[src/rtl/core/http_chunked_body_decoder_defines.svh]
// assertion macros for the chunked body decoder
`ifndef HTTP_CHUNKED_BODY_DECODER_DEFINES_SVH
`define HTTP_CHUNKED_BODY_DECODER_DEFINES_SVH

// same-cycle implication
`define HCBD_ASSERT_IMP(name, ante, cons, msg) \
	name: assert property (@(posedge clk) disable iff (!arst_n) (ante) |-> (cons)) \
		else $error(msg);

// next-cycle implication
`define HCBD_ASSERT_NXT(name, ante, cons, msg) \
	name: assert property (@(posedge clk) disable iff (!arst_n) (ante) |=> (cons)) \
		else $error(msg);

`endif

[src/rtl/core/hcbd_pkg.sv]
package hcbd_pkg;

	localparam int COUNT_BITS_DEF = 32;
	localparam int LINE_KEEP_DEF  = 39;
	localparam int RADIX_BITS     = 4;

	localparam logic [7:0] CH_LF    = 8'h0A;
	localparam logic [7:0] CH_SPACE = 8'h20;
	localparam logic [7:0] CH_TAB   = 8'h09;
	localparam logic [7:0] CH_X_LO  = 8'h78;
	localparam logic [7:0] CH_X_UP  = 8'h58;

	typedef enum logic [1:0] {
		PH_SIZE = 2'd0,
		PH_DATA = 2'd1,
		PH_SKIP = 2'd2,
		PH_DONE = 2'd3
	} phase_t;

	typedef enum logic [2:0] {
		NUM_BLANK  = 3'd0,
		NUM_ZERO   = 3'd1,
		NUM_PREFIX = 3'd2,
		NUM_DIGITS = 3'd3,
		NUM_ENDED  = 3'd4
	} num_stage_t;

	typedef struct packed {
		logic                  valid;
		logic [RADIX_BITS-1:0] value;
	} hex_digit_t;

	function automatic hex_digit_t hex_decode(input logic [7:0] c);
		hex_digit_t h;
		h.valid = 1'b0;
		h.value = '0;
		if (c >= 8'h30 && c <= 8'h39) begin
			h.valid = 1'b1;
			h.value = RADIX_BITS'(c - 8'h30);
		end else if (c >= 8'h61 && c <= 8'h66) begin
			h.valid = 1'b1;
			h.value = RADIX_BITS'(c - 8'h57);
		end else if (c >= 8'h41 && c <= 8'h46) begin
			h.valid = 1'b1;
			h.value = RADIX_BITS'(c - 8'h37);
		end
		return h;
	endfunction

endpackage

[src/rtl/core/http_chunked_body_decoder.sv]
// http chunked body decoder
// s_axis: one raw byte of a chunk-encoded body per transaction (tdata[7:0])
// m_axis: one result per payload byte (tdata = byte, tlast = 0), plus one
//   end marker (tdata = 0, tlast = 1) once the zero-size chunk line ends
// size lines, their hex parsing and trailing line text produce no output
// a payload byte or the end marker appears on m_axis in the cycle after its
//   input transaction
// throughput: one byte per cycle while s_axis_tready is high, set by the single
//   state update per byte between the input port and the output register
// s_axis_tready is high whenever the output register is empty or is being
//   taken in the same cycle; a stalled receiver stalls the input after one
//   result is held
// after the end marker every further byte is taken and dropped until reset
// reset (arst_n low) returns to the size-line phase with an empty output
module http_chunked_body_decoder #(
	parameter int COUNT_BITS = hcbd_pkg::COUNT_BITS_DEF,
	parameter int LINE_KEEP  = hcbd_pkg::LINE_KEEP_DEF
) (
	input  logic       clk,
	input  logic       arst_n,
	input  logic       s_axis_tvalid,
	output logic       s_axis_tready,
	input  logic [7:0] s_axis_tdata,   // rx_byte
	output logic       m_axis_tvalid,
	input  logic       m_axis_tready,
	output logic [7:0] m_axis_tdata,   // data_byte
	output logic       m_axis_tlast    // end_of_body
);
	import hcbd_pkg::*;

	`include "http_chunked_body_decoder_defines.svh"

	localparam int LC_W = $clog2(LINE_KEEP + 1);

	phase_t                  phase_q, phase_d;
	num_stage_t              stage_q, stage_d;
	logic [COUNT_BITS-1:0]   bytes_left_q, bytes_left_d;
	logic [COUNT_BITS-1:0]   accum_q, accum_d;
	logic [LC_W-1:0]         line_count_q, line_count_d;
	logic                    out_valid_q;
	logic [7:0]              out_data_q;
	logic                    out_last_q;

	logic                    accept;
	logic                    emit;
	logic                    emit_last;
	logic [7:0]              c;
	hex_digit_t              hd;
	logic                    sat;
	logic [COUNT_BITS-1:0]   accum_dig;

	assign s_axis_tready = !out_valid_q || m_axis_tready;
	assign accept        = s_axis_tvalid && s_axis_tready;
	assign c             = s_axis_tdata;
	assign hd            = hex_decode(c);

	// saturate when any of the top digit bits would shift out
	assign sat       = |accum_q[COUNT_BITS-1 -: RADIX_BITS];
	assign accum_dig = sat ? {COUNT_BITS{1'b1}}
	                       : {accum_q[COUNT_BITS-RADIX_BITS-1:0], hd.value};

	always_comb begin
		phase_d      = phase_q;
		stage_d      = stage_q;
		bytes_left_d = bytes_left_q;
		accum_d      = accum_q;
		line_count_d = line_count_q;
		emit         = 1'b0;
		emit_last    = 1'b0;
		if (accept) begin
			case (phase_q)
				PH_SIZE: begin
					if (c == CH_LF) begin
						bytes_left_d = accum_q;
						accum_d      = '0;
						line_count_d = '0;
						stage_d      = NUM_BLANK;
						if (accum_q == '0) begin
							phase_d   = PH_DONE;
							emit      = 1'b1;
							emit_last = 1'b1;
						end else begin
							phase_d = PH_DATA;
						end
					end else if (line_count_q < LC_W'(LINE_KEEP)) begin
						line_count_d = line_count_q + LC_W'(1);
						case (stage_q)
							NUM_BLANK: begin
								if (c != CH_SPACE && c != CH_TAB) begin
									if (!hd.valid) begin
										stage_d = NUM_ENDED;
									end else begin
										accum_d = accum_dig;
										stage_d = (hd.value == '0) ? NUM_ZERO : NUM_DIGITS;
									end
								end
							end
							NUM_ZERO: begin
								if (c == CH_X_LO || c == CH_X_UP) begin
									stage_d = NUM_PREFIX;
								end else if (!hd.valid) begin
									stage_d = NUM_ENDED;
								end else begin
									accum_d = accum_dig;
									stage_d = NUM_DIGITS;
								end
							end
							NUM_PREFIX, NUM_DIGITS: begin
								if (!hd.valid) begin
									stage_d = NUM_ENDED;
								end else begin
									accum_d = accum_dig;
									stage_d = NUM_DIGITS;
								end
							end
							default: begin
								stage_d = stage_q;
							end
						endcase
					end
				end
				PH_DATA: begin
					emit         = 1'b1;
					bytes_left_d = bytes_left_q - COUNT_BITS'(1);
					if (bytes_left_q == COUNT_BITS'(1)) begin
						phase_d = PH_SKIP;
					end
				end
				PH_SKIP: begin
					if (c == CH_LF) begin
						phase_d = PH_SIZE;
					end
				end
				default: begin
					phase_d = PH_DONE;
				end
			endcase
		end
	end

	always_ff @(posedge clk or negedge arst_n) begin
		if (!arst_n) begin
			phase_q      <= PH_SIZE;
			stage_q      <= NUM_BLANK;
			bytes_left_q <= '0;
			accum_q      <= '0;
			line_count_q <= '0;
		end else begin
			phase_q      <= phase_d;
			stage_q      <= stage_d;
			bytes_left_q <= bytes_left_d;
			accum_q      <= accum_d;
			line_count_q <= line_count_d;
		end
	end

	always_ff @(posedge clk or negedge arst_n) begin
		if (!arst_n) begin
			out_valid_q <= 1'b0;
		end else if (emit) begin
			out_valid_q <= 1'b1;
		end else if (m_axis_tready) begin
			out_valid_q <= 1'b0;
		end
	end

	always_ff @(posedge clk) begin
		if (emit) begin
			out_data_q <= emit_last ? 8'h00 : c;
			out_last_q <= emit_last;
		end
	end

	assign m_axis_tvalid = out_valid_q;
	assign m_axis_tdata  = out_data_q;
	assign m_axis_tlast  = out_last_q;

	`HCBD_ASSERT_NXT(a_done_sticky, phase_q == PH_DONE, phase_q == PH_DONE, "left done phase")
	`HCBD_ASSERT_IMP(a_data_nonzero, phase_q == PH_DATA, bytes_left_q != '0, "data with no count")
	`HCBD_ASSERT_IMP(a_line_bound, 1'b1, line_count_q <= LC_W'(LINE_KEEP), "line count overrun")
	`HCBD_ASSERT_IMP(a_end_zero, m_axis_tvalid && m_axis_tlast, m_axis_tdata == 8'h00,
		"end marker carries data")

endmodule
[config.mk]
export PLATFORM = sky130hd
export DESIGN_NAME = http_chunked_body_decoder
export DESIGN_NICKNAME = d
export VERILOG_FILES = /design/src/rtl/core/hcbd_pkg.sv /design/src/rtl/core/http_chunked_body_decoder.sv
export VERILOG_INCLUDE_DIRS = /design/src /design/src/rtl/core
export SDC_FILE = /design/constraint.sdc
export NUM_CORES = 1
export LEC_CHECK = 0
export ABC_AREA = 1
export BUFFER_PORTS_ARGS = -buffer_cell sky130_fd_sc_hd__clkbuf_2
export CORE_ASPECT_RATIO = 0.5
export CORE_MARGIN = 3
export CORE_UTILIZATION = 25
export CTS_CLUSTER_DIAMETER = 50
export DETAILED_ROUTE_END_ITERATION = 6
export SYNTH_ARGS = -nofsm -noshare
export SYNTH_HDL_FRONTEND = slang
export SYNTH_SLANG_ARGS = --single-unit
[constraint.sdc]
create_clock -name clk -period 2.8 [get_ports clk]
set_clock_uncertainty 0.05 [all_clocks]
set_input_delay 0.7 -clock clk [delete_from_list [all_inputs] [get_ports clk]]
set_output_delay 0.7 -clock clk [all_outputs]
set_load 0.005 [all_outputs]
==> impl_metrics.toml <==
[run_status]
run_status = "finished, violations left"
violations_in_the_final_reports = "design-rule violations"

[global_route]
first_pass_grt_wire_length_um = 22400
grt_pass1_vias = 4420
grt_max_degree = 45
grt.overflow.total = 0
antenna_found_initial = 0
global_route.usage.total = 0.123

[job]
max_cap_violations = 0

[place]
place.detailed.hpwl_um = 9660
dpl_cell_area_sq_um = 5650
placement.io_buffers = 22
pre_cts_ws_ps = 123
gp_routability_congestion = 0.882

[synth]
synth_cell_types = 37
synth.ff_latch_count = 85
synth-edff-count = 9
sequential_cell_area_fraction_in_the_yosys_report = 0.415
post_synth.cell_area_avg_sq_um = 7.05
synth_top_cell_by_area = "sky130_fd_sc_hd__dfrtp_1"
synth_largest_type_area_fraction = 0.363
postSynth.asyncResetShare = 0.894
cell_count_after_synthesis = 743
synth.yosys.warnings = 0
mappedNetlistArea_sq_um = 5240
synthTopCellsByArea = "sky130_fd_sc_hd__dfrtp_1 36%, sky130_fd_sc_hd__nand2_1 16%, sky130_fd_sc_hd__nand3_1 7.7%, sky130_fd_sc_hd__nor2_1 5.9%, sky130_fd_sc_hd__inv_1 5.9%"
synth_flop_cell = "sky130_fd_sc_hd__dfrtp_1"
synthesis.nets = 766

[setup_path]
cp-startpoint = "s_axis_tdata[0]"
worst_r2r_endpoint = "m_axis_tdata[6]$_SDFFCE_PP0P_"
worstPathCellList = "clkbuf_2, inv_1, ha_1, nand3_2, nor2_4, nand2_1, nor3_1, inv_1, nand2_1"
cp-start-kind = "input port"
critical_path.top_delay_family = "simple AND/OR/NAND/NOR gates"
crit_fanout = 9
critical-path-slowest-cell = "sky130_fd_sc_hd__nand2_1"
setup.worst_path.end_class = "flop"
worst_path_buf_inv = 3
worst-path-stages = 9
critical_path.max_stage_delay_ps = 330
cp.arrival_ps = 2280
timing.setup.critical_path_class = "input port to flop"
crit_required_ps = 2760
r2r_slack_ps = 550
worst_setup_path_endpoint = "m_axis_tdata[6]$_SDFFCE_PP0P_"
worstRegToRegCells = 8
timing.rr.start = "phase_q[0]$_DFFE_PN0P_"

[cts]
ctsHoldBuffers = 0
cts_setup_buffers = 0
cts_tree = "yes"
clock_tree.htree_level_count = 3
cts_num_sinks = 85
clock_tree.root_cell = "sky130_fd_sc_hd__clkbuf_16"
worstSkewPairLatency_ps = 350
post_cts_resize_count = 0
clk_pin_slew_worst_paths_ps = 60
clock_path_buffers = 2
cts_inserted_buffers = 9

[finish]
fillerInstances = 2199
area_growth_pct = 13.3
postLayoutCellArea_sq_um = 5930
number_of_antenna_diodes = 0
number_of_nets_at_the_end_of_the_flow = 779
drive_above_1_share = 0.0880

[timing]
maxSlewViolCount = 0
layout_setup_ws_ps = 478
setup_violations = 0
tns_ps = 0
maxSlewHeadroom = 0.588
timing_worst_slew_pin_value_ps = 618
grt_setup_unrepaired = "no"
finalHoldViolations = 0
finalCritPeriodShare = 0.829
max_freq_mhz = 431
layout_min_cycle_time_ps = 2320

[die]
die_h_um = 108
standard_cell_rows = 36
fp.dieArea_sq_um = 22800
core_area_sq_um = 20000
ios = 23
die-width_um = 211
initial_core_util = 0.262

[power_and_ir_drop]
total_leakage_power_nw = 2.99
power.density_cell_area_nw_per_um2 = 797
totalPowerFinal_w = 0.00473
irDropWorstVdd_uv = 431

[hold_path]
hp-class = "input port to asynchronous set/reset pin"

[drt]
drcViolationCount = 1
totalWireLength_um = 13300
route.vias.total = 4753
remaining_antenna_violation_count_after_routing = 0
vias_per_std_cell = 4.63
drt-pass1-iter-count = 7
detail_route.iter0.violations = 442
routedWlPerCell_um = 13.0
-- registers in the layout, indices dropped and copies added (netlist names) --
register / cells
bytes_left_q: 32
line_count_q: 6
stage_q: 3
accum_q: 32
m_axis_tvalid: 1
m_axis_tdata: 8
phase_q: 2
m_axis_tlast: 1
-- cell families after synthesis --
group           count (synthesis)  synth area share
compound gates                 96            0.0982
xor+xnor                        8            0.0134
fa+ha+maj                      11            0.0263
buf+inv                       114            0.0894
flops                          85             0.415
simple gates                  429             0.358
-- layer usage --
layer / GRT usage / up-vias / part of all wire
li1: - / 2414 / -
met1: 0.177 / 2212 / 0.52
met2: 0.179 / 113 / 0.42
met3: 0.0290 / 14 / 0.048
met4: 0.0444 / 0 / 0.013
met5: 0 / - / 0
-- synth_stat cells (3+ instances only) --
library cell and count:
sky130_fd_sc_hd__a21oi_1 29, sky130_fd_sc_hd__nand4_1 13, sky130_fd_sc_hd__edfxtp_1 9, sky130_fd_sc_hd__xor2_1 8
sky130_fd_sc_hd__o21ai_0 52, sky130_fd_sc_hd__buf_6 3, sky130_fd_sc_hd__nand3_1 81, sky130_fd_sc_hd__nor2_1 83
sky130_fd_sc_hd__ha_1 11, sky130_fd_sc_hd__inv_1 82, sky130_fd_sc_hd__nor3_1 6, sky130_fd_sc_hd__nor4_1 4
sky130_fd_sc_hd__o21ai_1 4, sky130_fd_sc_hd__or2_2 9, sky130_fd_sc_hd__buf_4 3, sky130_fd_sc_hd__o211ai_1 3
sky130_fd_sc_hd__buf_2 5, sky130_fd_sc_hd__nand2_1 220, sky130_fd_sc_hd__dfrtp_1 76, sky130_fd_sc_hd__clkbuf_1 20
-- layout make-up --
class,instances,area [sq um],area share
Sequential cell,85,2170,0.366
Multi-Input combinational cell,544,2600,0.438
Timing Repair Buffer,33,233,0.0392
Tap cell,266,333,0.0561
Clock buffer,11,233,0.0392
Clock inverter,5,50.0,0.00844
Inverter,83,312,0.0525
-- worst reg2reg max path: stages, from the launching register on --
cell and delay (ps):
sky130_fd_sc_hd__dfrtp_1 420, sky130_fd_sc_hd__inv_1 100, sky130_fd_sc_hd__ha_1 280, sky130_fd_sc_hd__inv_1 120, sky130_fd_sc_hd__nor4_1 170, sky130_fd_sc_hd__nand3_1 120, sky130_fd_sc_hd__nor3_1 220, sky130_fd_sc_hd__inv_1 90
sky130_fd_sc_hd__nand2_1 330
-- worst min path at each step --
| stage | depth (start not counted) | to |
|---|---|---|
| global route | 1 | bytes_left_q[31]$_DFFE_PN0P_ |
| CTS | 1 | m_axis_tvalid$_DFFE_PN0P_ |
| finish | 1 | m_axis_tvalid$_DFFE_PN0P_ |
| global placement | 2 | accum_q[18]$_DFFE_PN0P_ |
| detailed placement | 2 | accum_q[12]$_DFFE_PN0P_ |
| floorplan | 0 | accum_q[0]$_DFFE_PN0P_ |
-- report_power, final --
part	total, W	switching (W)	internal [W]
sequential	0.00176	0.000251	0.00151
combinational	0.00179	0.00122	0.000567
clock	0.00118	0.000496	0.000686
-- through the flow --
| step | utilization | std cells | hold WS [ps] |
|---|---|---|---|
| detailed placement | 0.282 | 1011 | 408 |
| CTS | 0.297 | 1027 | 324 |
| floorplan | - | 743 | 354 |
| global route | 0.297 | 1027 | 366 |
| finish | 0.297 | 1027 | 315 |
| global placement | 0.282 | 1011 | 403 |
-- cell usage in the layout (no fill, tap or decap), types with 2 or more instances in the layout --
| master | count |
|---|---|
| sky130_fd_sc_hd__inv_1 | 82 |
| sky130_fd_sc_hd__o211ai_1 | 3 |
| sky130_fd_sc_hd__nand2_1 | 220 |
| sky130_fd_sc_hd__o21ai_2 | 2 |
| sky130_fd_sc_hd__nand3_1 | 81 |
| sky130_fd_sc_hd__or2_2 | 9 |
| sky130_fd_sc_hd__clkinv_1 | 3 |
| sky130_fd_sc_hd__clkbuf_16 | 9 |
| sky130_fd_sc_hd__dfrtp_1 | 76 |
| sky130_fd_sc_hd__nor3_1 | 6 |
| sky130_fd_sc_hd__clkbuf_1 | 2 |
| sky130_fd_sc_hd__nor2_2 | 2 |
| sky130_fd_sc_hd__nand4_1 | 13 |
| sky130_fd_sc_hd__ha_1 | 11 |
| sky130_fd_sc_hd__clkbuf_2 | 21 |
| sky130_fd_sc_hd__o21ai_1 | 3 |
| sky130_fd_sc_hd__buf_4 | 9 |
| sky130_fd_sc_hd__buf_12 | 3 |
| sky130_fd_sc_hd__nand3b_1 | 2 |
| sky130_fd_sc_hd__o21ai_0 | 52 |
| sky130_fd_sc_hd__edfxtp_1 | 9 |
| sky130_fd_sc_hd__nor4_1 | 4 |
| sky130_fd_sc_hd__nand3_4 | 2 |
| sky130_fd_sc_hd__a21oi_1 | 29 |
| sky130_fd_sc_hd__nor2_1 | 83 |
| sky130_fd_sc_hd__o2bb2ai_1 | 2 |
| sky130_fd_sc_hd__xor2_1 | 8 |
| sky130_fd_sc_hd__nand2_4 | 2 |
No activity file was read; power rests on OpenSTA's default activity.
